<file path="src/sv/wptd_pkg.sv">
// ----------------------------------------------------------------------------
// wptd_pkg
// Shared types, codes and translation tables for the text stream decoder.
// ----------------------------------------------------------------------------
package wptd_pkg;

  localparam logic [1:0] PHASE_HEADER = 2'd0;
  localparam logic [1:0] PHASE_FOOTER = 2'd1;
  localparam logic [1:0] PHASE_BODY   = 2'd2;

  localparam logic [1:0] ALIGN_NORMAL = 2'd0;
  localparam logic [1:0] ALIGN_SUB    = 2'd1;
  localparam logic [1:0] ALIGN_SUPER  = 2'd2;

  localparam logic [0:0] KIND_CHAR = 1'b0;
  localparam logic [0:0] KIND_END  = 1'b1;

  localparam logic [0:0] CFG_PC_FORMAT = 1'b0;
  localparam logic [0:0] CFG_TEXT_END  = 1'b1;

  localparam logic [7:0] CODE_END       = 8'd0;
  localparam logic [7:0] CODE_FORMFEED  = 8'd12;
  localparam logic [7:0] CODE_BOLD      = 8'd15;
  localparam logic [7:0] CODE_UNDERLINE = 8'd16;
  localparam logic [7:0] CODE_SUB       = 8'd17;
  localparam logic [7:0] CODE_SUPER     = 8'd18;
  localparam logic [7:0] CODE_ITALIC    = 8'd19;
  localparam logic [7:0] CODE_DROP      = 8'd30;
  localparam logic [7:0] NATIVE_POUND   = 8'd96;
  localparam logic [7:0] NATIVE_LO      = 8'd127;
  localparam logic [7:0] NATIVE_HI      = 8'd187;

  localparam logic [31:0] START_OFFSET = 32'd20;

  typedef struct packed {
    logic        item_kind;
    logic [1:0]  section;
    logic [15:0] code_point;
    logic        bold;
    logic        underline;
    logic        italic;
    logic [1:0]  vertical_align;
  } result_t;

  function automatic logic [15:0] cp437_high(input logic [6:0] i);
    logic [15:0] t [128];
    t = '{
      16'h00c7, 16'h00fc, 16'h00e9, 16'h00e2, 16'h00e4, 16'h00e0, 16'h00e5, 16'h00e7,
      16'h00ea, 16'h00eb, 16'h00e8, 16'h00ef, 16'h00ee, 16'h00ec, 16'h00c4, 16'h00c5,
      16'h00c9, 16'h00e6, 16'h00c6, 16'h00f4, 16'h00f6, 16'h00f2, 16'h00fb, 16'h00f9,
      16'h00ff, 16'h00d6, 16'h00dc, 16'h00a2, 16'h00a3, 16'h00a5, 16'h20a7, 16'h0192,
      16'h00e1, 16'h00ed, 16'h00f3, 16'h00fa, 16'h00f1, 16'h00d1, 16'h00aa, 16'h00ba,
      16'h00bf, 16'h2310, 16'h00ac, 16'h00bd, 16'h00bc, 16'h00a1, 16'h00ab, 16'h00bb,
      16'h2591, 16'h2592, 16'h2593, 16'h2502, 16'h2524, 16'h2561, 16'h2562, 16'h2556,
      16'h2555, 16'h2563, 16'h2551, 16'h2557, 16'h255d, 16'h255c, 16'h255b, 16'h2510,
      16'h2514, 16'h2534, 16'h252c, 16'h251c, 16'h2500, 16'h253c, 16'h255e, 16'h255f,
      16'h255a, 16'h2554, 16'h2569, 16'h2566, 16'h2560, 16'h2550, 16'h256c, 16'h2567,
      16'h2568, 16'h2564, 16'h2565, 16'h2559, 16'h2558, 16'h2552, 16'h2553, 16'h256b,
      16'h256a, 16'h2518, 16'h250c, 16'h2588, 16'h2584, 16'h258c, 16'h2590, 16'h2580,
      16'h03b1, 16'h00df, 16'h0393, 16'h03c0, 16'h03a3, 16'h03c3, 16'h03bc, 16'h03c4,
      16'h03a6, 16'h0398, 16'h03a9, 16'h03b4, 16'h221e, 16'h03c6, 16'h03b5, 16'h2229,
      16'h2261, 16'h00b1, 16'h2265, 16'h2264, 16'h2320, 16'h2321, 16'h00f7, 16'h2248,
      16'h00b0, 16'h2219, 16'h00b7, 16'h221a, 16'h207f, 16'h00b2, 16'h25a0, 16'h00a0
    };
    return t[i];
  endfunction

  function automatic logic [15:0] native_mid(input logic [5:0] i);
    logic [15:0] t [64];
    t = '{
      16'd169, 16'd228, 16'd227, 16'd229, 16'd233, 16'd246, 16'd245, 16'd248,
      16'd252, 16'd231, 16'd241, 16'd230, 16'd339, 16'd225, 16'd224, 16'd226,
      16'd235, 16'd232, 16'd234, 16'd239, 16'd237, 16'd236, 16'd238, 16'd243,
      16'd242, 16'd244, 16'd250, 16'd249, 16'd251, 16'd223, 16'd162, 16'd165,
      16'd180, 16'd196, 16'd195, 16'd194, 16'd201, 16'd214, 16'd213, 16'd216,
      16'd220, 16'd199, 16'd209, 16'd198, 16'd338, 16'h03B1, 16'h03B4, 16'h0398,
      16'h03BB, 16'h03BC, 16'h03C6, 16'h03A6, 16'd161, 16'd191, 16'h20AC, 16'd167,
      16'h2295, 16'd171, 16'd187, 16'd176, 16'd247, 16'd0, 16'd0, 16'd0
    };
    return t[i];
  endfunction

endpackage

</file>
<file path="src/sv/wptd_xlate.sv">
// ----------------------------------------------------------------------------
// wptd_xlate
// Byte to Unicode translation, CP437 or native character set.
// ----------------------------------------------------------------------------
module wptd_xlate (
  input  logic        pc_format,
  input  logic [7:0]  raw,
  output logic [15:0] code_point
);

  logic [7:0] nat_idx;

  assign nat_idx = raw - wptd_pkg::NATIVE_LO;

  always_comb begin
    if (pc_format) begin
      if (raw[7])             code_point = wptd_pkg::cp437_high(raw[6:0]);
      else if (raw == 8'd26)  code_point = 16'h001c;
      else if (raw == 8'd28)  code_point = 16'h007f;
      else if (raw == 8'd127) code_point = 16'h001a;
      else                    code_point = {8'd0, raw};
    end else begin
      if (raw == wptd_pkg::NATIVE_POUND) code_point = 16'd163;
      else if (raw < wptd_pkg::NATIVE_LO || raw > wptd_pkg::NATIVE_HI)
        code_point = {8'd0, raw};
      else code_point = wptd_pkg::native_mid(nat_idx[5:0]);
    end
  end

endmodule

</file>
<file path="src/sv/word_processor_text_stream_decoder.sv">
// ----------------------------------------------------------------------------
// word_processor_text_stream_decoder
// Decodes text-area bytes into characters, section ends and attributes.
// ----------------------------------------------------------------------------
// One word is taken per cycle while in_stall is low. Its result, if any,
// goes to the output register, or to the one skid entry if the output is
// stalled. While the output is stalled one more word is taken into the skid
// entry and the input then stalls until the output word leaves. Decode state
// (phase, offset, attributes) is updated in the cycle a word is accepted.
module word_processor_text_stream_decoder (
  input  logic        clk,
  input  logic        rst_n,
  input  logic        cfg_we,
  input  logic        cfg_index,
  input  logic [31:0] cfg_data,
  input  logic        in_valid,
  output logic        in_stall,
  input  logic [7:0]  in_raw_byte,
  output logic        out_valid,
  input  logic        out_stall,
  output logic        out_item_kind,
  output logic [1:0]  out_section,
  output logic [15:0] out_code_point,
  output logic        out_bold,
  output logic        out_underline,
  output logic        out_italic,
  output logic [1:0]  out_vertical_align
);

  logic        pc_format_r;
  logic [31:0] text_end_r;
  logic [1:0]  phase_r, phase_nxt;
  logic [31:0] offset_r;
  logic        bold_r, bold_nxt, ul_r, ul_nxt, it_r, it_nxt;
  logic        sub_r, sub_nxt, sup_r, sup_nxt;
  logic [1:0]  align_r, align_nxt;
  logic [15:0] xcode;
  logic        emit;
  wptd_pkg::result_t res;
  wptd_pkg::result_t out_r, skid_r;
  logic        out_v_r, skid_v_r;
  logic        accept, out_take;

  assign in_stall = skid_v_r;
  assign accept   = in_valid && !in_stall;
  assign out_take = out_v_r && !out_stall;

  wptd_xlate u_xlate (
    .pc_format  (pc_format_r),
    .raw        (in_raw_byte),
    .code_point (xcode)
  );

  always_comb begin
    phase_nxt = phase_r;
    bold_nxt = bold_r; ul_nxt = ul_r; it_nxt = it_r;
    sub_nxt = sub_r; sup_nxt = sup_r; align_nxt = align_r;
    emit = 1'b0;
    res = '0;
    if (phase_r != wptd_pkg::PHASE_BODY) begin
      emit = 1'b1;
      res.section = phase_r;
      if (in_raw_byte == wptd_pkg::CODE_END) begin
        res.item_kind = wptd_pkg::KIND_END;
        phase_nxt = (phase_r == wptd_pkg::PHASE_HEADER) ? wptd_pkg::PHASE_FOOTER
                                                        : wptd_pkg::PHASE_BODY;
      end else begin
        res.code_point = xcode;
      end
    end else if (offset_r < text_end_r) begin
      res.section = wptd_pkg::PHASE_BODY;
      case (in_raw_byte)
        wptd_pkg::CODE_END: begin
          emit = 1'b1;
          res.item_kind = wptd_pkg::KIND_END;
          bold_nxt = 1'b0; ul_nxt = 1'b0; it_nxt = 1'b0;
          sub_nxt = 1'b0; sup_nxt = 1'b0; align_nxt = wptd_pkg::ALIGN_NORMAL;
        end
        wptd_pkg::CODE_FORMFEED, wptd_pkg::CODE_DROP: ;
        wptd_pkg::CODE_BOLD:      bold_nxt = !bold_r;
        wptd_pkg::CODE_UNDERLINE: ul_nxt = !ul_r;
        wptd_pkg::CODE_ITALIC:    it_nxt = !it_r;
        wptd_pkg::CODE_SUB: begin
          align_nxt = sub_r ? wptd_pkg::ALIGN_NORMAL : wptd_pkg::ALIGN_SUB;
          sub_nxt = !sub_r;
        end
        wptd_pkg::CODE_SUPER: begin
          align_nxt = sup_r ? wptd_pkg::ALIGN_NORMAL : wptd_pkg::ALIGN_SUPER;
          sup_nxt = !sup_r;
        end
        default: begin
          emit = 1'b1;
          res.code_point = xcode;
          res.bold = bold_r;
          res.underline = ul_r;
          res.italic = it_r;
          res.vertical_align = align_r;
        end
      endcase
    end
  end

  always_ff @(posedge clk) begin
    if (!rst_n) begin
      pc_format_r <= 1'b0;
      text_end_r <= wptd_pkg::START_OFFSET;
      phase_r <= wptd_pkg::PHASE_HEADER;
      offset_r <= wptd_pkg::START_OFFSET;
      bold_r <= 1'b0; ul_r <= 1'b0; it_r <= 1'b0;
      sub_r <= 1'b0; sup_r <= 1'b0; align_r <= wptd_pkg::ALIGN_NORMAL;
    end else begin
      if (cfg_we) begin
        if (cfg_index == wptd_pkg::CFG_PC_FORMAT) pc_format_r <= cfg_data[0];
        else text_end_r <= cfg_data;
      end
      if (accept) begin
        phase_r <= phase_nxt;
        if (offset_r != 32'hFFFF_FFFF) offset_r <= offset_r + 32'd1;
        bold_r <= bold_nxt; ul_r <= ul_nxt; it_r <= it_nxt;
        sub_r <= sub_nxt; sup_r <= sup_nxt; align_r <= align_nxt;
      end
    end
  end

  // output register with skid entry
  logic push;
  assign push = accept && emit;

  always_ff @(posedge clk) begin
    if (!rst_n) begin
      out_v_r <= 1'b0;
      skid_v_r <= 1'b0;
    end else begin
      if (!out_v_r || out_take) begin
        if (skid_v_r) begin
          out_v_r <= 1'b1;
          skid_v_r <= push;
        end else begin
          out_v_r <= push;
        end
      end else if (push) begin
        skid_v_r <= 1'b1;
      end
    end
  end

  always_ff @(posedge clk) begin
    if (!out_v_r || out_take) begin
      if (skid_v_r) begin
        out_r <= skid_r;
        if (push) skid_r <= res;
      end else if (push) begin
        out_r <= res;
      end
    end else if (push) begin
      skid_r <= res;
    end
  end

  assign out_valid          = out_v_r;
  assign out_item_kind      = out_r.item_kind;
  assign out_section        = out_r.section;
  assign out_code_point     = out_r.code_point;
  assign out_bold           = out_r.bold;
  assign out_underline      = out_r.underline;
  assign out_italic         = out_r.italic;
  assign out_vertical_align = out_r.vertical_align;

`ifndef SYNTHESIS
  a_skid_needs_out: assert property (@(posedge clk) disable iff (!rst_n)
    skid_v_r |-> out_v_r) else $error("skid entry without output word");
  a_no_body_in_header: assert property (@(posedge clk) disable iff (!rst_n)
    (out_v_r && out_r.section != wptd_pkg::PHASE_BODY) |->
      (!out_r.bold && !out_r.underline && !out_r.italic))
    else $error("attributes on header or footer word");
  a_end_zero: assert property (@(posedge clk) disable iff (!rst_n)
    (out_v_r && out_r.item_kind == wptd_pkg::KIND_END) |-> out_r.code_point == 16'd0)
    else $error("end word with code point");
`endif

endmodule
</file>
<file path="config.mk">
export PLATFORM = sky130hd
export DESIGN_NAME = word_processor_text_stream_decoder
export DESIGN_NICKNAME = d
export VERILOG_FILES = /design/src/sv/wptd_pkg.sv /design/src/sv/wptd_xlate.sv /design/src/sv/word_processor_text_stream_decoder.sv
export SDC_FILE = /design/constraint.sdc
export NUM_CORES = 1
export LEC_CHECK = 0
export ABC_CLOCK_PERIOD_IN_PS = 5150
export BUFFER_PORTS_ARGS = -buffer_cell sky130_fd_sc_hd__buf_4
export CORE_UTILIZATION = 30
export CTS_CLUSTER_SIZE = 24
export DETAILED_ROUTE_END_ITERATION = 10
export HOLD_SLACK_MARGIN = 0.02
export PLACE_DENSITY = 0.44
export SYNTH_ARGS = -nofsm -noshare
export SYNTH_HDL_FRONTEND = slang
export SYNTH_SLANG_ARGS = --single-unit
</file>
<file path="constraint.sdc">
create_clock -name clk -period 5.15 [get_ports clk]
set_input_delay 1.03 -clock clk [delete_from_list [all_inputs] [get_ports clk]]
set_output_delay 1.03 -clock clk [all_outputs]
set_load 0.02 [all_outputs]
</file>
### After elaboration in Yosys (flattened, before gate mapping)

Memory sizes are Yosys's and may differ from the RTL's.
Cells that the tools add are included.

* $add $sub $neg: 2
* $lt $le $gt $ge: 5
* equal/unequal tests: 14
* multiplexer cells: 38
* bitwise gates (word level): 4
* reduce and logical (&&, ||, !) cells: 36

Operator list (count)
* $mux 16: 11
* $mux 24: 6
* $eq 8x5->1 const B: 7
* $add 32x1->32 const B: 1
* $lt 32x32->1: 1
* $ne 32x32->1 const B: 1
* $reduce_and 4->1: 6
* $mux 21: 1
* $mux 19: 1
* $eq 8x4->1 const B: 2
* $eq 8x7->1 const B: 2
* $reduce_bool 2->1: 7
* $pmux 1 s2: 5
* $mux 1: 9
* $ge 8x8->1 const B: 1
* $gt 8x8->1 const B: 1
* $logic_not 1->1: 8
* $logic_not 8->1: 1
* $lt 8x7->1 const B: 1
* $not 7->8: 1
* $reduce_and 2->1: 4
* $reduce_or 8->1: 1
* $ge 7x7->1 const B: 1
* $mux 7: 1
* other kinds (13): 19

* register bits: 124
* bits in read-only memories: 3072
* output and inout port bits: 26
* logic and storage cells: 127
* memories: 2

Memories
* (name not given): depth 128, bits a word 16, read ports 1, clocked after Yosys merged registers in 0, wr ports 0, RTL line wptd_pkg.sv:65 `return t[i];`
* (name not given): depth 64, bits a word 16, read ports 1, clocked after Yosys merged registers in 0, wr ports 0, RTL line wptd_pkg.sv:80 `return t[i];`

### Longest topological paths before layout

Gate-level depths: netlist (run 1).

* word-level depth: 14
* depth in mapped cells: 15
* depth with buffers taken out: 10

### Hierarchy

A second synthesis (run 1) with hierarchy kept.

* cell total of the unflattened synthesis: 1190
* area total of the unflattened synthesis: 9507.9 µm²

Modules (own cells, without submodules)
* word_processor_text_stream_decoder: times used 1, cells an instance 663, area each 6163.4 µm², seq. area each 2962.8 µm²
* wptd_xlate: times used 1, cells an instance 527, area each 3344.5 µm², seq. area each 0.0 µm²

### Least setup slack after synthesis (run 1)

No wires, ideal clock.

* kind: input to register
* start: in in_raw_byte[0]
* end: reg skid_r[0] (netlist bit) (enable)
* setup time: 0.422 ns
* data arrival time: 4.379 ns
* setup slack: 0.349 ns
* cell stages on the path: 12
* cell sequence: buf_2 buf_2 inv_1 ha_1 buf_2 nor2b_1 clkbuf_1 nand3_1 and3_1 nand3_1 o31a_1 nor3_1

RTL lines
* start, declared: RTL line word_processor_text_stream_decoder.sv:18 `input logic [7:0] in_raw_byte,`
* end signal, assigned: RTL line word_processor_text_stream_decoder.sv:151 `if (push) skid_r <= res;`
* end signal, assigned: RTL line word_processor_text_stream_decoder.sv:156 `skid_r <= res;`
* end, declared: RTL line word_processor_text_stream_decoder.sv:40 `wptd_pkg::result_t out_r, skid_r;`

### Final worst setup path (run 1)

* start: in in_raw_byte[0]
* end: reg out_r, in the netlist out_code_point[0] (data pin)

* cells in the longest elaborated chain, start to end: 13
* elaborated cells on any way between the ends: 38
* those cells by class: add/sub (1); order compare (2); eq/ne (11); mux (17); bitwise (2); reduce/logical (3); memory (2)

Ends and longest elaborated chain
* $sub 6x6->6: RTL line wptd_xlate.sv:13 `assign nat_idx = raw - wptd_pkg::NATIVE_LO;`
* $not 6->7 (not written as such): RTL line wptd_pkg.sv:80
* $mem_v2 64x16
* $mux 16 (not written as such) (2 in series): RTL line wptd_pkg.sv:80
* $mux 16: RTL line wptd_xlate.sv:24 `else if (raw < wptd_pkg::NATIVE_LO || raw > wptd_pkg::NATIVE_HI)`
* $mux 16: RTL line wptd_xlate.sv:23 `if (raw == wptd_pkg::NATIVE_POUND) code_point = 16'd163;`
* $mux 16: RTL line wptd_xlate.sv:16 `if (pc_format) begin`
* $mux 21: RTL line word_processor_text_stream_decoder.sv:72 `case (in_raw_byte)`
* $mux 24: RTL line word_processor_text_stream_decoder.sv:70 `end else if (offset_r < text_end_r) begin`
* $mux 19 (*): RTL line word_processor_text_stream_decoder.sv:60 `if (phase_r != wptd_pkg::PHASE_BODY) begin`
* $mux 24 (*): RTL line word_processor_text_stream_decoder.sv:152 `end else if (push) begin`
* $mux 24 (*): RTL line word_processor_text_stream_decoder.sv:149 `if (skid_v_r) begin`
* end signal, assigned: RTL line word_processor_text_stream_decoder.sv:150 `out_r <= skid_r;`
* end signal, assigned: RTL line word_processor_text_stream_decoder.sv:153 `out_r <= res;`
* end, declared: RTL line word_processor_text_stream_decoder.sv:40

Mark *: on every way between the ends. The rest lies on a longest branch, timed or not. The select of a mux whose other input is x is not followed.
A chain may end at the register's enable or synchronous reset.

==> results of run 1 <==
area by class of cell:
class                   count  area, um2
diodes                      1       2.50
clock buffers              22        454
clock inverters            10       85.1
fillers                  3157      18800
inverters                  55        206
multi-input cells         883       5590
flip-flops and latches    116       2720
well taps                 384        480
repair buffers             94        706
logic make-up (layout without fill, tap and decap cells):
kind of cell | after synthesis | after routing | synth area share, %
simple gates | 453 | 453 | 24.4
compound gates | 320 | 320 | 24.1
buf+inv | 150 | 181 | 7.17
flops | 116 | 116 | 30.5
fa+ha+maj | 54 | 54 | 7.57
xor+xnor | 31 | 31 | 3.21
mux | 21 | 21 | 3.01
other cells | 1 | 5 | 0.0420
synth_stat cells (9+ instances only):
master    instances
ha_1             54
nand2b_1         24
buf_2            26
xnor2_1          18
o211ai_1         23
inv_1            53
edfxtp_1         40
o21ai_0          48
nor3_1           23
o21ai_1           9
a31oi_1          10
xor2_1           11
nand4_1          21
nor2_1           91
nor2b_1          18
dfxtp_1          76
a221oi_1         10
nand2_1         172
clkbuf_1         52
a211oi_1         12
mux2i_1          10
a21oi_1          99
nand3_1          40
and3_1           10
o31ai_1          25
worst max-delay path, delay by kind of cell:
family	cells	cell delay [ns]
AOI/OAI and AO/OA	3	1.03
adders and majority gates	1	0.33
buffers and inverters	3	0.85
and+or+nand+nor	4	0.90
placed cells by master, fill, tap and decap left out, types with 21 or more instances in the layout:
master / Yosys / routed
nand2_1: 172 / 172
a21oi_1: 99 / 98
buf_4: 8 / 94
nor2_1: 91 / 91
dfxtp_1: 76 / 76
ha_1: 54 / 54
inv_1: 53 / 52
o21ai_0: 48 / 48
nand3_1: 40 / 40
edfxtp_1: 40 / 40
o31ai_1: 25 / 25
nand2b_1: 24 / 24
o211ai_1: 23 / 23
nor3_1: 23 / 22
nand4_1: 21 / 21
worst max-delay path by stage:
stage / startpoint / to / slack [ns]
floorplan: in_raw_byte[0] / skid_r[0]$_DFFE_PP_ / 0.35
global placement: in_raw_byte[0] / out_code_point[10]$_DFFE_PP_ / 0.87
detailed placement: in_raw_byte[0] / out_code_point[0]$_DFFE_PP_ / 0.74
CTS: in_raw_byte[0] / out_code_point[0]$_DFFE_PP_ / 1.19
global route: in_raw_byte[0] / out_code_point[0]$_DFFE_PP_ / 1.02
finish: in_raw_byte[0] / out_code_point[0]$_DFFE_PP_ / 1.21
power groups by stage:
stage | sequential (mW) | clock [mW] | combinational, mW
floorplan | 1.03 | 0 | 0.332
global placement | 1.02 | 0 | 0.525
detailed placement | 1.02 | 0 | 0.517
CTS | 0.997 | 1.13 | 0.520
global route | 0.999 | 1.17 | 0.572
finish | 0.996 | 1.11 | 0.524
flip-flops by register name (all words and copies together) (netlist names), 2 cells and up:
name / cells
out_code_point: 12
out_section: 2
out_vertical_align: 2
phase_r: 2
align_r: 2
offset_r: 32
text_end_r: 32
skid_r: 20
per-layer routing:
metal	routed length, um	global-route usage, %	part of all wire, %
met5	0	0	0
met4	863	8.51	2.9
met3	1780	3.76	5.9
met2	13300	30.2	44
met1	14000	27.0	47
per-stage QoR:
| stage | cell area (um2) | setup WS, ns |
|---|---|---|
| after CTS | 10200 | 1.19 |
| after detailed placement | 9700 | 0.742 |
| after global routing | 10200 | 1.02 |
| after floorplan | 8940 | 0.349 |
| final | 10200 | 1.21 |
| after global placement | 9700 | 0.872 |
==> flow_summary.rst, run 1 <==
.. list-table::
   :header-rows: 1

   * - Metric
     - Value
   * - Int Power
     - 1.84 mW
   * - Actual transition at the worst max-transition pin
     - 1.10 ns
   * - Library cell occupying the most area in the post-synthesis netlist
     - dfxtp_1
   * - Average footprint of a synthesized cell
     - between 7 and 8 um2
   * - Via count of the first global-routing pass
     - between 8k and 9k
   * - Part of the total power dissipated in combinational logic
     - between 15 and 20%
   * - Num Clock Sinks
     - 116
   * - Share of cells above drive strength 1
     - roughly 13%
   * - Clock transition at the registers of the reported paths
     - around 0.07 ns
   * - Synthesized cell area
     - between 8000 and 9000 um2
   * - Distinct cell type count after synthesis
     - around 90
   * - Core ar.
     - about 29,000 um2
   * - Placed insts
     - roughly 1.5k
   * - CTS-repair resized insts
     - 0
   * - CP dominant cell by count
     - nand2_1
   * - Number of DRC markers after the initial detailed-route iteration
     - between 600 and 700
   * - Clock tree from TritonCTS
     - built
   * - Count of endpoints failing hold in the final timing report
     - 0
   * - Fin. max-slew vios
     - 0
   * - Crit Reg-Reg Startpoint
     - text_end_r[30]$_SDFFE_PN0P_
   * - Yosys warnings
     - 0
   * - Post-synthesis sequential element count
     - around 120
   * - Worst-case headroom to the max-slew limit
     - roughly a quarter
   * - Shortest clock period the worst path allows after layout
     - approximately 3.9 ns
   * - Floorplan die area
     - 30,500 um2
   * - Number of cells traversed by the worst register-to-register path
     - 9
   * - Achievable clock frequency
     - around 0.25 GHz
   * - Global-route wire length before repair
     - approximately 47,000 um
   * - Final nets
     - between 1k and 1.5k
   * - Area Overhead vs Synth
     - 14.7%
   * - Number of search-and-repair iterations in the first detailed-routing pass
     - 5
   * - Total of buffers placed on input and output ports
     - 67
   * - Final worst hold slack
     - between 0.4 and 0.5 ns
   * - CP Data Required Time
     - 5.38 ns
   * - Part of the total power dissipated in sequential elements
     - 37.9%
   * - Hold-fix buffers at CTS
     - 0
   * - Slack of the worst reg-to-reg path
     - between 1.5 and 2 ns
   * - Rows
     - between 60 and 70
   * - Worst r2r dst
     - out_code_point[10]$_DFFE_PP_
   * - Total leakage power
     - ~3.8 nW
   * - Finished Core Util
     - between 30% and 40%
   * - Count of max-cap constraint violations
     - 0
   * - Num CTS Buffers
     - 17
   * - Cell Count, Final, Fillers Out
     - between 1.5k and 2k
   * - Switching component of the power
     - 785 uW
   * - Worst setup SP type
     - input port
   * - Total power divided by cell area
     - between 200 and 300 nW/um2
   * - Number of vias per cell
     - 5.57
   * - Vias after detailed routing
     - about 8.7k
   * - Wire length per cell
     - 19.2 um
   * - Setup Total Neg Slack
     - 0 ns
   * - Clock tree root driver cell
     - clkbuf_16
   * - Share of the cycle needed by the critical path after routing
     - between 70% and 80%
   * - Max stage delay cell, worst path
     - nand2_1
   * - Critical path's largest stage delay
     - 0.55 ns
   * - Run status
     - completed
   * - Post-CTS Repair Setup Buffers
     - 0
   * - Weighted congestion reported at the end of routability-driven placement
     - 0.894
   * - Top-Level Pins
     - roughly 70
   * - Max rail drop VDD
     - ~0.00017 V
   * - Share of flip-flops with an asynchronous set or reset
     - 0%
   * - RSZ-0062 raised after global routing
     - false
   * - Setup Crit Path Kind
     - input port to flip-flop
   * - CP Capture Type
     - flip-flop
   * - Initial antenna violation count
     - 1
   * - Total global routing track utilization
     - around a fifth
   * - Count of flip-flops with a built-in enable after synthesis
     - 40
   * - Clock latency on the worst-skew pair
     - 0.43 ns
   * - Switching share of total power
     - approximately 30%
   * - Dpl hpwl
     - 21,100 um
   * - Buffer levels on the longest clock path
     - 2
   * - X dimension of the die
     - between 150 and 200 um
   * - Clock network fraction of total power
     - between 40% and 50%
   * - Overall power
     - between 2 and 3 mW
   * - Worst hold stages
     - 2
   * - Fraction of synthesized cell area taken by the top area cell type
     - roughly 17%
   * - Path category of the worst min-delay check
     - flip-flop to flip-flop
   * - Final count of negative-setup-slack endpoints
     - 0
   * - Largest cells by area after synthesis
     - dfxtp_1, edfxtp_1, ha_1
   * - Pin count of the biggest net entering global routing
     - 69
   * - Hold Crit Endpoint
     - text_end_r[5]$_SDFFE_PN0P_
   * - Number of standard cells after synthesis
     - 1,146
   * - Post-route ant nets
     - 0
   * - Critical path cell sequence
     - buf_4, inv_1, ha_1, buf_4, nand2_1, o22ai_1, nand2_1, nand3_1, o31ai_1, nand2_1, o41ai_2
   * - Ys flop type
     - dfxtp_1
   * - Highest fanout seen on the critical path
     - 36
   * - Number of H-tree branching levels
     - 4
   * - Post-detailed-routing wire length
     - 30,000 um
   * - Fraction of the yosys area taken by sequential cells
     - 30.5%
   * - Clock skew after layout
     - 0.0269 ns
   * - DIE HEIGHT
     - 175 um
   * - Grt total ovfl
     - 0
   * - Effective utilization at floorplan
     - 30.8%
   * - Hold Path Origin
     - text_end_r[5]$_SDFFE_PN0P_
   * - Arrival time at the worst endpoint
     - 4.18 ns
   * - Drc violations
     - 0
No activity file was read; power rests on OpenSTA's default activity.
==> run 2, diff against run 1 <==
--- a/config.mk
+++ b/config.mk
@@ -5,7 +5,7 @@
 export SDC_FILE = /design/constraint.sdc
 export NUM_CORES = 1
 export LEC_CHECK = 0
-export ABC_CLOCK_PERIOD_IN_PS = 5150
+export ABC_CLOCK_PERIOD_IN_PS = 3750
 export BUFFER_PORTS_ARGS = -buffer_cell sky130_fd_sc_hd__buf_4
 export CORE_UTILIZATION = 30
 export CTS_CLUSTER_SIZE = 24
==> constraint.sdc (replaced) <==
create_clock -name clk -period 3.75 [get_ports clk]
set_input_delay 0.75 -clock clk [delete_from_list [all_inputs] [get_ports clk]]
set_output_delay 0.75 -clock clk [all_outputs]
set_load 0.02 [all_outputs]
==> flow_summary.rst, run 2 (synthesis results as in run 1) <==
.. list-table::
   :header-rows: 1

   * - Metric
     - Value
   * - DIE HEIGHT
     - 175 um (unchanged)
   * - Drc violations
     - 0 (unchanged)
   * - Path category of the worst min-delay check
     - flip-flop to flip-flop (unchanged)
   * - Share of the cycle needed by the critical path after routing
     - 87.2%
   * - Grt total ovfl
     - 0 (unchanged)
   * - Hold Crit Endpoint
     - text_end_r[30]$_SDFFE_PN0P_ (was text_end_r[5]$_SDFFE_PN0P_)
   * - Switching share of total power
     - 30.4% (was 29.9%)
   * - Highest fanout seen on the critical path
     - 20 (was 36)
   * - Number of search-and-repair iterations in the first detailed-routing pass
     - 5 (unchanged)
   * - Count of max-cap constraint violations
     - 0 (unchanged)
   * - Max rail drop VDD
     - 0.000272 V (was 0.000169 V)
   * - Part of the total power dissipated in combinational logic
     - 20.4% (was 19.9%)
   * - Core ar.
     - 29,000 um2 (unchanged)
   * - Effective utilization at floorplan
     - 30.8% (unchanged)
   * - Finished Core Util
     - 37.0% (was 35.3%)
   * - Num Clock Sinks
     - 116 (unchanged)
   * - CP Data Required Time
     - 3.78 ns (was 5.38 ns)
   * - Clock network fraction of total power
     - 43.9% (was 42.1%)
   * - Post-CTS Repair Setup Buffers
     - 0 (unchanged)
   * - Rows
     - 62 (unchanged)
   * - Run status
     - completed (unchanged)
   * - Vias after detailed routing
     - 8,764 (was 8,720)
   * - Final count of negative-setup-slack endpoints
     - 0 (unchanged)
   * - X dimension of the die
     - 175 um (unchanged)
   * - Post-route ant nets
     - 0 (unchanged)
   * - Total global routing track utilization
     - 20.1% (was 19.7%)
   * - Final nets
     - 1,317 (was 1,267)
   * - Registers with the highest flip-flop counts
     - offset_r x32, text_end_r x32, skid_r x20 (unchanged)
   * - Fin. max-slew vios
     - 0 (unchanged)
   * - CTS-repair resized insts
     - 0 (unchanged)
   * - Achievable clock frequency
     - between 0.3 and 0.4 GHz
   * - Clock latency on the worst-skew pair
     - 0.42 ns (was 0.43 ns)
   * - Hold Path Origin
     - text_end_r[30]$_SDFFE_PN0P_ (was text_end_r[5]$_SDFFE_PN0P_)
   * - Wire length per cell
     - 18.9 um (was 19.2 um)
   * - Global-route wire length before repair
     - 47,900 um (was 47,200 um)
   * - Area Overhead vs Synth
     - 20.2% (was 14.7%)
   * - Placed insts
     - 1,582 (was 1,532)
   * - Slack of the worst reg-to-reg path
     - 0.48 ns (was 1.60 ns)
   * - Crit Reg-Reg Startpoint
     - offset_r[14]$_SDFFE_PN0P_ (was text_end_r[30]$_SDFFE_PN0P_)
   * - Part of the total power dissipated in sequential elements
     - 35.7% (was 37.9%)
   * - Switching component of the power
     - 1.16 mW (was 785 uW)
   * - Weighted congestion reported at the end of routability-driven placement
     - 0.922 (was 0.894)
   * - Clock tree from TritonCTS
     - built (unchanged)
   * - Actual transition at the worst max-transition pin
     - 1.14 ns (was 1.10 ns)
   * - Arrival time at the worst endpoint
     - 3.30 ns (was 4.18 ns)
   * - Total power divided by cell area
     - 356 nW/um2 (was 256 nW/um2)
   * - Num CTS Buffers
     - 17 (unchanged)
   * - Pin count of the biggest net entering global routing
     - 40 (was 69)
   * - Worst setup SP type
     - flip-flop (was input port)
   * - Worst-case headroom to the max-slew limit
     - 23.9% (was 26.7%)
   * - Number of DRC markers after the initial detailed-route iteration
     - 751 (was 670)
   * - CP Capture Type
     - flip-flop (unchanged)
   * - Post-detailed-routing wire length
     - 30,500 um (was 30,000 um)
   * - Worst hold stages
     - 2 (unchanged)
   * - Count of endpoints failing hold in the final timing report
     - 0 (unchanged)
   * - Setup Crit Path Kind
     - flip-flop to flip-flop (was input port to flip-flop)
   * - Share of cells above drive strength 1
     - 16.7% (was 12.7%)
   * - Number of vias per cell
     - 5.43 (was 5.57)
   * - RSZ-0062 raised after global routing
     - false (unchanged)
   * - Dpl hpwl
     - 22,500 um (was 21,100 um)
   * - Number of cells traversed by the worst register-to-register path
     - 9 (unchanged)
   * - Total leakage power
     - 4.07 nW (was 3.77 nW)
   * - Clock skew after layout
     - 0.0115 ns (was 0.0269 ns)
   * - Via count of the first global-routing pass
     - 8,266 (was 8,409)
   * - Hold-fix buffers at CTS
     - 0 (unchanged)
   * - Floorplan die area
     - 30,500 um2 (unchanged)
   * - Top-Level Pins
     - 72 (unchanged)
   * - Clock tree root driver cell
     - clkbuf_16 (unchanged)
   * - Total of buffers placed on input and output ports
     - 67 (unchanged)
   * - Leading cell type in the layout, fill and taps excluded
     - nand2_1 (unchanged)
   * - Shortest clock period the worst path allows after layout
     - between 3 and 4 ns
   * - Setup Total Neg Slack
     - 0 ns (unchanged)
   * - Overall power
     - 3.82 mW (was 2.63 mW)
   * - Int Power
     - 2.66 mW (was 1.84 mW)
   * - Number of H-tree branching levels
     - 4 (unchanged)
   * - Buffer levels on the longest clock path
     - 2 (unchanged)
   * - Highest-count cells in the layout ignoring fill and taps
     - nand2_1, buf_4, a21oi_1, nor2_1, dfxtp_1 (was nand2_1, a21oi_1, buf_4, nor2_1, dfxtp_1)
   * - Worst r2r dst
     - out_bold$_DFFE_PP_ (was out_code_point[10]$_DFFE_PP_)
   * - Cell Count, Final, Fillers Out
     - 1,615 (was 1,565)
   * - Initial antenna violation count
     - 2 (was 1)
   * - Clock transition at the registers of the reported paths
     - 0.06 ns (was 0.07 ns)
## run 2: changes by cell type in the layout (fill, tap and decap cells not counted), moves of 3 or more
cell      previous run  this run
clkbuf_1             4         0
inv_6                0         5
buf_4               94       141
buf_12               0         3
clkinv_2             4         1
## run 2: worst max-delay path by stage
| stage | from | endpoint | slack (ns) |
|---|---|---|---|
| 6_report | offset_r[14]$_SDFFE_PN0P_ | out_bold$_DFFE_PP_ | 0.48 |
| 5_1_grt | text_end_r[23]$_SDFFE_PN0P_ | out_bold$_DFFE_PP_ | 0.19 |
| 4_1_cts | offset_r[14]$_SDFFE_PN0P_ | out_bold$_DFFE_PP_ | 0.41 |
| 3_5_place_dp | in_raw_byte[1] | out_code_point[0]$_DFFE_PP_ | 0.09 |
| 3_3_place_gp | in_raw_byte[1] | out_code_point[4]$_DFFE_PP_ | 0.13 |
| 2_1_floorplan | in_raw_byte[0] | out_bold$_DFFE_PP_ | 0.006 |
## run 2: cell type report
class	count	area (um2)
clock inverters	13	135
clock buffers	19	475
well taps	384	480
fillers	3104	18300
diodes	1	2.50
multi-input cells	883	5590
inverters	55	206
repair buffers	144	1120
flip-flops and latches	116	2720
## run 2: layer usage
metal	track usage, %	up-vias	wire (um)
li1	-	4315	-
met1	29.8	4125	15200
met2	29.0	280	12900
met3	4.27	44	1960
met4	5.69	0	557
met5	0	-	0
## run 2: per-stage QoR
step	cell area (um2)	hold slack (ns)	worst slack, ns
3_5_place_dp	10100	0.447	0.0886
5_1_grt	10700	0.470	0.189
3_3_place_gp	10100	0.446	0.129
4_1_cts	10700	0.456	0.410
6_report	10700	0.453	0.479
2_1_floorplan	8960	0.429	0.00607
## run 2: power by group through the flow
stage | Sequential [mW] | Combinational [mW] | Clock, mW
finish | 1.36 | 0.780 | 1.68
global route | 1.37 | 0.849 | 1.78
CTS | 1.37 | 0.773 | 1.73
detailed placement | 1.39 | 0.769 | 0
global placement | 1.39 | 0.779 | 0
floorplan | 1.41 | 0.457 | 0
## run 2: critical path: stages (launching register included)
cell and delay [ns]:
dfxtp_1 0.45, ha_1 0.31, and4_1 0.23, a221oi_1 0.29
o22ai_1 0.13, buf_4 0.17, o31ai_1 0.26, buf_4 0.16
a21oi_1 0.08, a21oi_2 0.79
